[src/rtl/core/ssd_pkg.sv]
// ----------------------------------------------------------------------------
// ssd_pkg: swim stroke detector shared definitions
// Thresholds, register map codes, reset values and axis scaling helper.
// ----------------------------------------------------------------------------
package ssd_pkg;

    localparam int unsigned AXIS_W   = 16;
    localparam int unsigned SCALED_W = 12;
    localparam int unsigned CMP_W    = 13;
    localparam int unsigned TICK_W   = 17;
    localparam int unsigned TOTAL_W  = 16;
    localparam int unsigned CFG_W    = 16;
    localparam int unsigned APB_DW   = 32;
    localparam int unsigned APB_AW   = 3;

    localparam logic signed [CMP_W-1:0] STEADY_LIMIT  = 13'sd7;
    localparam logic signed [CMP_W-1:0] BEGIN_X_LIMIT = -13'sd30;
    localparam logic signed [CMP_W-1:0] BEGIN_Y_LIMIT = 13'sd30;
    localparam logic signed [CMP_W-1:0] FLICK_X_LIMIT = 13'sd70;
    localparam logic signed [CMP_W-1:0] FLICK_Z_LIMIT = 13'sd60;
    localparam logic signed [CMP_W-1:0] SWEEP_X_LIMIT = -13'sd40;
    localparam logic signed [CMP_W-1:0] SWEEP_Z_LIMIT = -13'sd10;

    localparam logic [TOTAL_W-1:0] STROKE_STEP = 16'd2;
    localparam logic [TOTAL_W-1:0] TOTAL_MAX   = 16'hFFFF;
    localparam logic [TICK_W-1:0]  TICK_MAX    = 17'h1FFFF;

    localparam logic [CFG_W-1:0] MIN_TICKS_RST = 16'd10;
    localparam logic [CFG_W-1:0] TIMEOUT_RST   = 16'd50;

    typedef enum logic {
        REG_MIN_STROKE_TICKS = 1'b0,
        REG_TIMEOUT_TICKS    = 1'b1
    } t_reg_idx;

    // Divide by 16 toward zero: bias negatives by 15, then drop four bits.
    function automatic logic signed [SCALED_W-1:0] scale_axis(
        input logic signed [AXIS_W-1:0] raw
    );
        logic signed [AXIS_W-1:0] adj;
        adj = raw + $signed({12'd0, {4{raw[AXIS_W-1]}}});
        return adj[AXIS_W-1:4];
    endfunction

endpackage

[src/rtl/core/swim_stroke_detector.sv]
// ----------------------------------------------------------------------------
// swim_stroke_detector: arm stroke counter for three-axis accelerometer data
// Scales samples, tracks the begin and end phases of a stroke, counts strokes.
// ----------------------------------------------------------------------------
// Takes one accelerometer sample per clock unless a stalled result holds
// o_ready low, and returns one result per sample: the saturating stroke count
// and the begin and end flags as they stand after that sample. A sample waits
// in the input register and is folded into the stroke state once the result
// register is empty or being taken. The state registers double as the result
// register and hold while the result is stalled. The two threshold registers
// sit at byte addresses 0 and 4; the user must write them only while no sample
// is in flight, as the block itself does not enforce this.
module swim_stroke_detector (
    input  logic                                i_clk,
    input  logic                                i_rst_n,
    input  logic                                i_valid,
    output logic                                o_ready,
    input  logic signed [ssd_pkg::AXIS_W-1:0]   i_accel_x,
    input  logic signed [ssd_pkg::AXIS_W-1:0]   i_accel_y,
    input  logic signed [ssd_pkg::AXIS_W-1:0]   i_accel_z,
    output logic                                o_valid,
    input  logic                                i_ready,
    output logic [ssd_pkg::TOTAL_W-1:0]         o_stroke_count,
    output logic                                o_in_stroke,
    output logic                                o_stroke_ending,
    input  logic                                psel,
    input  logic                                penable,
    input  logic                                pwrite,
    input  logic [ssd_pkg::APB_AW-1:0]          paddr,
    input  logic [ssd_pkg::APB_DW-1:0]          pwdata,
    output logic [ssd_pkg::APB_DW-1:0]          prdata,
    output logic                                pready
);

    logic [ssd_pkg::CFG_W-1:0] r_min_ticks;
    logic [ssd_pkg::CFG_W-1:0] r_timeout;

    logic                              r_in_vld;
    logic signed [ssd_pkg::AXIS_W-1:0] r_ax;
    logic signed [ssd_pkg::AXIS_W-1:0] r_ay;
    logic signed [ssd_pkg::AXIS_W-1:0] r_az;

    logic                                r_out_vld;
    logic signed [ssd_pkg::SCALED_W-1:0] r_prev_x;
    logic                                r_begin;
    logic                                r_end;
    logic [ssd_pkg::TICK_W-1:0]          r_tick;
    logic [ssd_pkg::TOTAL_W-1:0]         r_total;

    logic                                n_begin;
    logic                                n_end;
    logic [ssd_pkg::TICK_W-1:0]          n_tick;
    logic [ssd_pkg::TOTAL_W-1:0]         n_total;

    logic                             w_adv;
    logic                             w_cfg_wr;
    logic signed [ssd_pkg::CMP_W-1:0] w_x;
    logic signed [ssd_pkg::CMP_W-1:0] w_y;
    logic signed [ssd_pkg::CMP_W-1:0] w_z;
    logic signed [ssd_pkg::CMP_W-1:0] w_last;
    logic signed [ssd_pkg::CMP_W-1:0] w_diff;
    logic                             w_begin_hit;
    logic                             w_done;

    assign w_adv    = r_in_vld && (!r_out_vld || i_ready);
    assign o_ready  = !r_in_vld || w_adv;
    assign w_cfg_wr = psel && penable && pwrite && pready;
    assign pready   = 1'b1;

    always_comb begin
        case (ssd_pkg::t_reg_idx'(paddr[2]))
            ssd_pkg::REG_MIN_STROKE_TICKS: prdata = {16'd0, r_min_ticks};
            ssd_pkg::REG_TIMEOUT_TICKS:    prdata = {16'd0, r_timeout};
            default:                       prdata = '0;
        endcase
    end

    assign w_x    = ssd_pkg::CMP_W'(ssd_pkg::scale_axis(r_ax));
    assign w_y    = ssd_pkg::CMP_W'(ssd_pkg::scale_axis(r_ay));
    assign w_z    = ssd_pkg::CMP_W'(ssd_pkg::scale_axis(r_az));
    assign w_last = ssd_pkg::CMP_W'(r_prev_x);
    assign w_diff = w_x - w_last;

    assign w_begin_hit = (w_diff < ssd_pkg::STEADY_LIMIT) &&
                         (w_diff > -ssd_pkg::STEADY_LIMIT) &&
                         (w_last < ssd_pkg::BEGIN_X_LIMIT) &&
                         (w_y > ssd_pkg::BEGIN_Y_LIMIT);

    always_comb begin
        n_begin = r_begin || w_begin_hit;
        n_end   = r_end;
        n_tick  = r_tick;
        n_total = r_total;
        w_done  = 1'b0;
        if (n_begin) begin
            if (r_tick != ssd_pkg::TICK_MAX) begin
                n_tick = r_tick + 17'd1;
            end
            if (n_tick >= {1'b0, r_min_ticks}) begin
                if ((w_x > ssd_pkg::FLICK_X_LIMIT) || (w_z > ssd_pkg::FLICK_Z_LIMIT)) begin
                    n_begin = 1'b0;
                    n_end   = 1'b0;
                    n_tick  = '0;
                    w_done  = 1'b1;
                end else if (!r_end && (w_last > w_x) && (w_x < ssd_pkg::SWEEP_X_LIMIT) &&
                             (w_z > ssd_pkg::SWEEP_Z_LIMIT)) begin
                    n_end  = 1'b1;
                    w_done = 1'b1;
                end else if (r_end && !w_x[ssd_pkg::CMP_W-1]) begin
                    if (r_total >= ssd_pkg::TOTAL_MAX - ssd_pkg::STROKE_STEP + 16'd1) begin
                        n_total = ssd_pkg::TOTAL_MAX;
                    end else begin
                        n_total = r_total + ssd_pkg::STROKE_STEP;
                    end
                    n_begin = 1'b0;
                    n_end   = 1'b0;
                    n_tick  = '0;
                    w_done  = 1'b1;
                end
            end
            if (!w_done && (n_tick > {1'b0, r_timeout})) begin
                n_begin = 1'b0;
                n_end   = 1'b0;
                n_tick  = '0;
            end
        end
    end

    always_ff @(posedge i_clk) begin
        if (!i_rst_n) begin
            r_min_ticks <= ssd_pkg::MIN_TICKS_RST;
            r_timeout   <= ssd_pkg::TIMEOUT_RST;
        end else if (w_cfg_wr) begin
            case (ssd_pkg::t_reg_idx'(paddr[2]))
                ssd_pkg::REG_MIN_STROKE_TICKS: r_min_ticks <= pwdata[ssd_pkg::CFG_W-1:0];
                ssd_pkg::REG_TIMEOUT_TICKS:    r_timeout   <= pwdata[ssd_pkg::CFG_W-1:0];
                default: ;
            endcase
        end
    end

    always_ff @(posedge i_clk) begin
        if (i_valid && o_ready) begin
            r_ax <= i_accel_x;
            r_ay <= i_accel_y;
            r_az <= i_accel_z;
        end
    end

    always_ff @(posedge i_clk) begin
        if (!i_rst_n) begin
            r_in_vld  <= 1'b0;
            r_out_vld <= 1'b0;
            r_prev_x  <= '0;
            r_begin   <= 1'b0;
            r_end     <= 1'b0;
            r_tick    <= '0;
            r_total   <= '0;
        end else begin
            if (o_ready) begin
                r_in_vld <= i_valid;
            end
            if (w_adv) begin
                r_out_vld <= 1'b1;
                r_prev_x  <= w_x[ssd_pkg::SCALED_W-1:0];
                r_begin   <= n_begin;
                r_end     <= n_end;
                r_tick    <= n_tick;
                r_total   <= n_total;
            end else if (i_ready) begin
                r_out_vld <= 1'b0;
            end
        end
    end

    assign o_valid         = r_out_vld;
    assign o_stroke_count  = r_total;
    assign o_in_stroke     = r_begin;
    assign o_stroke_ending = r_end;

`ifndef SYNTHESIS
    a_end_needs_begin: assert property (@(posedge i_clk) disable iff (!i_rst_n)
        r_end |-> r_begin)
        else $error("end flag set outside a stroke");

    a_tick_idle_zero: assert property (@(posedge i_clk) disable iff (!i_rst_n)
        !r_begin |-> (r_tick == '0))
        else $error("tick counter running outside a stroke");

    a_total_monotonic: assert property (@(posedge i_clk) disable iff (!i_rst_n)
        $past(i_rst_n) |-> (r_total >= $past(r_total)))
        else $error("stroke count decreased");

    a_state_holds: assert property (@(posedge i_clk) disable iff (!i_rst_n)
        !w_adv |=> ($stable(r_total) && $stable(r_begin) && $stable(r_prev_x)))
        else $error("stroke state changed without an item");
`endif

endmodule

[config.mk]
export PLATFORM = sky130hd
export DESIGN_NAME = swim_stroke_detector
export DESIGN_NICKNAME = d
export VERILOG_FILES = /design/src/rtl/core/ssd_pkg.sv /design/src/rtl/core/swim_stroke_detector.sv
export SDC_FILE = /design/constraint.sdc
export NUM_CORES = 1
export LEC_CHECK = 0
export BUFFER_PORTS_ARGS = -buffer_cell sky130_fd_sc_hd__buf_2
export CAP_MARGIN = 40
export CORE_ASPECT_RATIO = 2
export CORE_MARGIN = 3
export CORE_UTILIZATION = 55
export CTS_CLUSTER_SIZE = 24
export DETAILED_ROUTE_END_ITERATION = 8
export PLACE_DENSITY = 0.88
export SYNTH_ARGS = -nofsm -noshare
export SYNTH_HDL_FRONTEND = slang
export SYNTH_SLANG_ARGS = --single-unit
[constraint.sdc]
create_clock -name i_clk -period 7.95 [get_ports i_clk]
set_input_delay 0.795 -clock i_clk [delete_from_list [all_inputs] [get_ports i_clk]]
set_output_delay 0.795 -clock i_clk [all_outputs]
set_load 0.05 [all_outputs]
* Yosys cells after proc, flatten, opt, wreduce, memory -nomap -nowiden
Index checks and enable logic that the tools add are counted.
Word-level totals: register bits after elaboration 129, input bits 90, output and inout bits 53, logic and storage cells 91
Cells by class: add/subtract/negate cells 6, magnitude comparators 12, equality and inequality tests 1, mux-type cells 28, bitwise operators 3, reduce and logical (&&, ||, !) cells 29
Operator list (count):
- 17-bit two-way mux | 8
- 32-bit one-hot mux with 2 select lines | 1
- 16-bit by 5-bit adder with 16-bit output | 3
- 1-bit two-way mux | 18
- 17-bit by 1-bit adder with 17-bit output (second input constant) | 1
- 17-bit by 16-bit >= comparator with 1-bit output | 1
- 17-bit by 16-bit > comparator with 1-bit output | 1
- 17-bit inequality test (second input constant) | 1
- 16-bit by 2-bit adder with 16-bit output (second input constant) | 1
- 16-bit >= comparator (second input constant) | 1
- 16-bit two-way mux | 1
- 13-bit by 4-bit > comparator with 1-bit output (second input constant) | 1
- 13-bit by 4-bit less-than comparator with 1-bit output (second input constant) | 1
- 12-bit by 12-bit subtractor with 13-bit output | 1
- 12-bit > comparator | 1
- 12-bit by 5-bit > comparator with 1-bit output (second input constant) | 1
- 12-bit by 6-bit > comparator with 1-bit output (second input constant) | 1
- 12-bit by 7-bit > comparator with 1-bit output (second input constant) | 1
- 12-bit by 8-bit > comparator with 1-bit output (second input constant) | 1
- 1-bit logical AND | 12
- 12-bit by 6-bit less-than comparator with 1-bit output (second input constant) | 1
- 12-bit by 7-bit less-than comparator with 1-bit output (second input constant) | 1
- 2-bit AND reduction | 3
- 6-bit AND reduction | 1
- other kinds (6) | 16

* Longest topological paths before layout
word-level depth 17, gate-level depth with buffers 29, mapped depth without buffers 26

* Worst setup path before layout
OpenSTA, ideal clock, no wires.
kind register to register, start point register r_tick[6] (netlist bit), end point register r_tick[16] (netlist bit), setup time 0.117 ns, arrival 5.673 ns, data required time 7.833 ns, slack 2.160 ns, cell stages (with the launch flop) 30, path buffers 3, clock period less this slack 5.790 ns, cell sequence dfxtp_1 -> and3_1 -> nand4_2 -> nor4_4 -> a21oi_1 -> nand4_1 -> nor2_1 -> and3_1 -> xor2_1 -> ha_1 -> nand3_1 -> or4_1 -> nor3_1 -> o21ai_0 -> nor4b_2 -> a221o_2 -> clkbuf_1 -> and2_1 -> ha_1 -> nor2b_1 -> o21a_1 -> o21a_1 -> o21ai_0 -> a211oi_1 -> o22ai_1 -> o211ai_2 -> nor2b_1 -> buf_4 -> buf_6 -> a22o_1
Between the ends: word-level cells in the longest chain between the ends 11, elaborated cells between the ends (all ways) 16, those cells by class add/sub: 1; order compare: 2; eq/ne: 1; mux: 10; reduce/logical: 2
Ends and longest elaborated chain:
- start, declared | RTL line swim_stroke_detector.sv:47 | logic [ssd_pkg::TICK_W-1:0] r_tick;
- start signal, assigned | RTL line swim_stroke_detector.sv:168 | r_tick <= n_tick;
- 17-bit by 1-bit adder with 17-bit output / 17-bit inequality test (equally long branches) | RTL line swim_stroke_detector.sv:97, swim_stroke_detector.sv:96
- 17-bit two-way mux * | RTL line swim_stroke_detector.sv:96 | if (r_tick != ssd_pkg::TICK_MAX) begin
- 17-bit two-way mux * | RTL line swim_stroke_detector.sv:95 | if (n_begin) begin
- branches (longest 7 deep; another with 17-bit by 16-bit >= comparator with 1-bit output)
- 17-bit two-way mux * | RTL line swim_stroke_detector.sv:121 | if (!w_done && (n_tick > {1'b0, r_timeout})) begin
Mark *: on every way between the ends. The select of a mux whose other input is x is not followed. A chain may end at the register's enable or synchronous reset.

* Worst setup path in the final report
start point register r_tick[6] (netlist bit), end point register r_tick[12] (netlist bit)
Same word-level chain as after synthesis.

==> metrics.cfg <==
[timing]
worst_pin_slew_ps=939
rsz0062_at_grt=false
whs_ps=456
period_share=0.853
setup_viol=0
final_max_slew_viol_count=0
fmax_ghz=0.147
layout_min_cycle_time_ps=6780
maxSlewHeadroom=0.358
fin_skew_ps=14.9
hold_violations=0
tns_ps=0

[clock_network]
post_cts_buffers=0
hold_buffers=0
cts.sinks=129
ctsResizeCount=0
cts_buffers=17
htree_levels=4
root_buffer=clkbuf_16
cts.path.max_buffers=2
insertion_delay_ps=420
tritoncts=done
cts.reportedPaths.clkPinSlew_ps=70

[yosys]
synth_area_mm2=0.00789
synth_top_area_frac=0.206
synth_area_leaders=dfxtp_1, edfxtp_1, ha_1
synth_edf_count=48
ys_async_sr_fraction=0
avgSynthCellArea_um2=8.85
synth_cell_type_count=83
yosys_warnings=0
ys_seq_area_frac=0.388
synth_cells=891
ys.flop_type=dfxtp_1
synth_top_cell_by_area=dfxtp_1
synth_seq_cells=129

[drt]
drtPass1Iterations=5
antenna_left=0
via_count=7038
vias_per_cell=5.95
wl_per_cell_um=16.7
drc=0
routed_wl_um=19800
drt-initial-drc-count=384

[power]
p_total_mw=1.79
p_per_area_mw_per_mm2=198
p_leak_nw=3.72
ir_worst_vdd_v=0.000215

[floorplan]
start_util=0.565
die_area_mm2=0.0159
ios=143
die_w_um=90.7
rows=61
core_area_mm2=0.0140
die_h_um=175

[setup_path]
endpoint_kind=flip-flop
path_max_fanout=18
critPathKind=reg -> reg
crit_chain=and3_1 > nand4_2 > nor4_4 > a21oi_1 > nand4_1 > nor2_1 > xor2_1 > ha_1 > a21oi_1 > o21ai_0 > a22o_1 > o311a_1 > nor4b_2 > a221o_2 > and2_1 > ha_1 > and4_1 > a2111oi_0 > nand4b_1 > o22ai_1 > o211ai_2 > nor2b_1 > buf_4 > a22o_1
slowest_delay_ps=500
crit_arrival_ps=7140
worst_setup_path_start_kind=flip-flop
cp.required_ps=8300
cp_slowest_cell=nor4b_2

[place]
dp.final_hpwl_um=14600
gp_congestion=0.929
io_buffers=107

[layout]
layout-drive-gt1-share=0.179
synthToLayoutAreaGrowth_pct=14.6
antenna_cells=0
mostFrequentLayoutCells=nand2_1, buf_2, dfxtp_1, a21oi_1, inv_1
final_common_cell=nand2_1
final_core_util=0.647
nNetsFinal=1126

[hold_path]
hp-class=reg -> reg

[grt]
antenna_found_initial=0
grt_overflow=0
grt_max_degree=57
grtUsageTotal=0.252
grt_pass1_wl_um=32300
grt_pass1_vias=6965

[outcome]
run_status=completed

[run]
drv_cap=0

registers in the layout (all words and copies together), names as in the netlist:
register / cells
o_in_stroke: 1
r_prev_x: 12
r_tick: 17
r_in_vld: 1
r_az: 16
r_ay: 16
r_min_ticks: 16
o_stroke_ending: 1
o_stroke_count: 16
r_ax: 16
r_timeout: 16
o_valid: 1
final timing paths:
kind                                 end  cells after the start  slack, ps                   startpoint
max              r_tick[12]$_SDFFE_PN0P_                     24       1170       r_tick[6]$_SDFFE_PN0P_
min          r_min_ticks[8]$_SDFFE_PN0P_                      2        460  r_min_ticks[8]$_SDFFE_PN0P_
max reg2reg      r_tick[12]$_SDFFE_PN0P_                     24       1170       r_tick[6]$_SDFFE_PN0P_
min reg2reg  r_min_ticks[8]$_SDFFE_PN0P_                      2        460  r_min_ticks[8]$_SDFFE_PN0P_
through the flow:
stage	setup slack [ps]	cell area, um^2	instances
2_1_floorplan	2160	7940	906
3_3_place_gp	1360	8410	1149
3_5_place_dp	1280	8440	1150
4_1_cts	1230	9040	1182
5_1_grt	738	9040	1182
6_report	1170	9040	1182
cell usage after synthesis (5+ instances only):
cell / n
mux2i_1: 6
a311oi_1: 8
nor3_1: 17
buf_2: 6
and2_1: 22
o21ai_0: 40
a41oi_1: 6
nor2_1: 42
dfxtp_1: 81
a31oi_1: 8
a21oi_1: 61
nor2b_1: 8
edfxtp_1: 48
clkbuf_1: 27
and3_1: 18
o21bai_1: 5
o211ai_1: 7
xnor2_1: 19
nand2_1: 130
nor4_1: 8
inv_1: 57
xor2_1: 14
buf_4: 21
a22o_1: 15
a211oi_1: 7
nand3_1: 29
ha_1: 55
nand4_1: 21
final cells by class:
cell class,count,area (um^2)
Multi-Input combinational cell,660,4320
Fill cell,1116,4930
Inverter,58,218
Clock buffer,17,425
Timing Repair Buffer,114,608
Tap cell,189,236
Sequential cell,129,3060
Clock inverter,15,171
critical path: cells and delay by family, from the launching register on:
family / cells / cell delay, ps
adders and majority gates: 2 / 570
AOI/OAI and AO/OA: 10 / 2560
DFF: 1 / 420
and+or+nand+nor: 10 / 2480
xor gates and xnor gates: 1 / 420
buffers and inverters: 1 / 240
cells by family after synthesis:
logic type,count (synthesis),share of synthesized area
simple gates,329,0.208
compound gates,215,0.191
flops,129,0.388
buf+inv,117,0.0716
fa+ha+maj,56,0.0898
xor+xnor,33,0.0367
mux,10,0.0138
other cells,2,0.000952
power breakdown:
part / switching [mW] / total (mW) / internal (mW) / leakage, nW
registers: 0.0199 / 0.732 / 0.712 / 1.13
clock network: 0.319 / 0.790 / 0.471 / 0.292
logic: 0.169 / 0.265 / 0.0965 / 2.30
total: 0.508 / 1.79 / 1.28 / 3.72
metal layers:
metal  routed length [um]  vias up  track usage
li1                     -     3385            -
met5                    0        -            0
met3                  937       81       0.0386
met2                11100      270        0.487
met1                 6560     3302        0.230
met4                 1200        0        0.183
(Power assumes the default switching activity.)
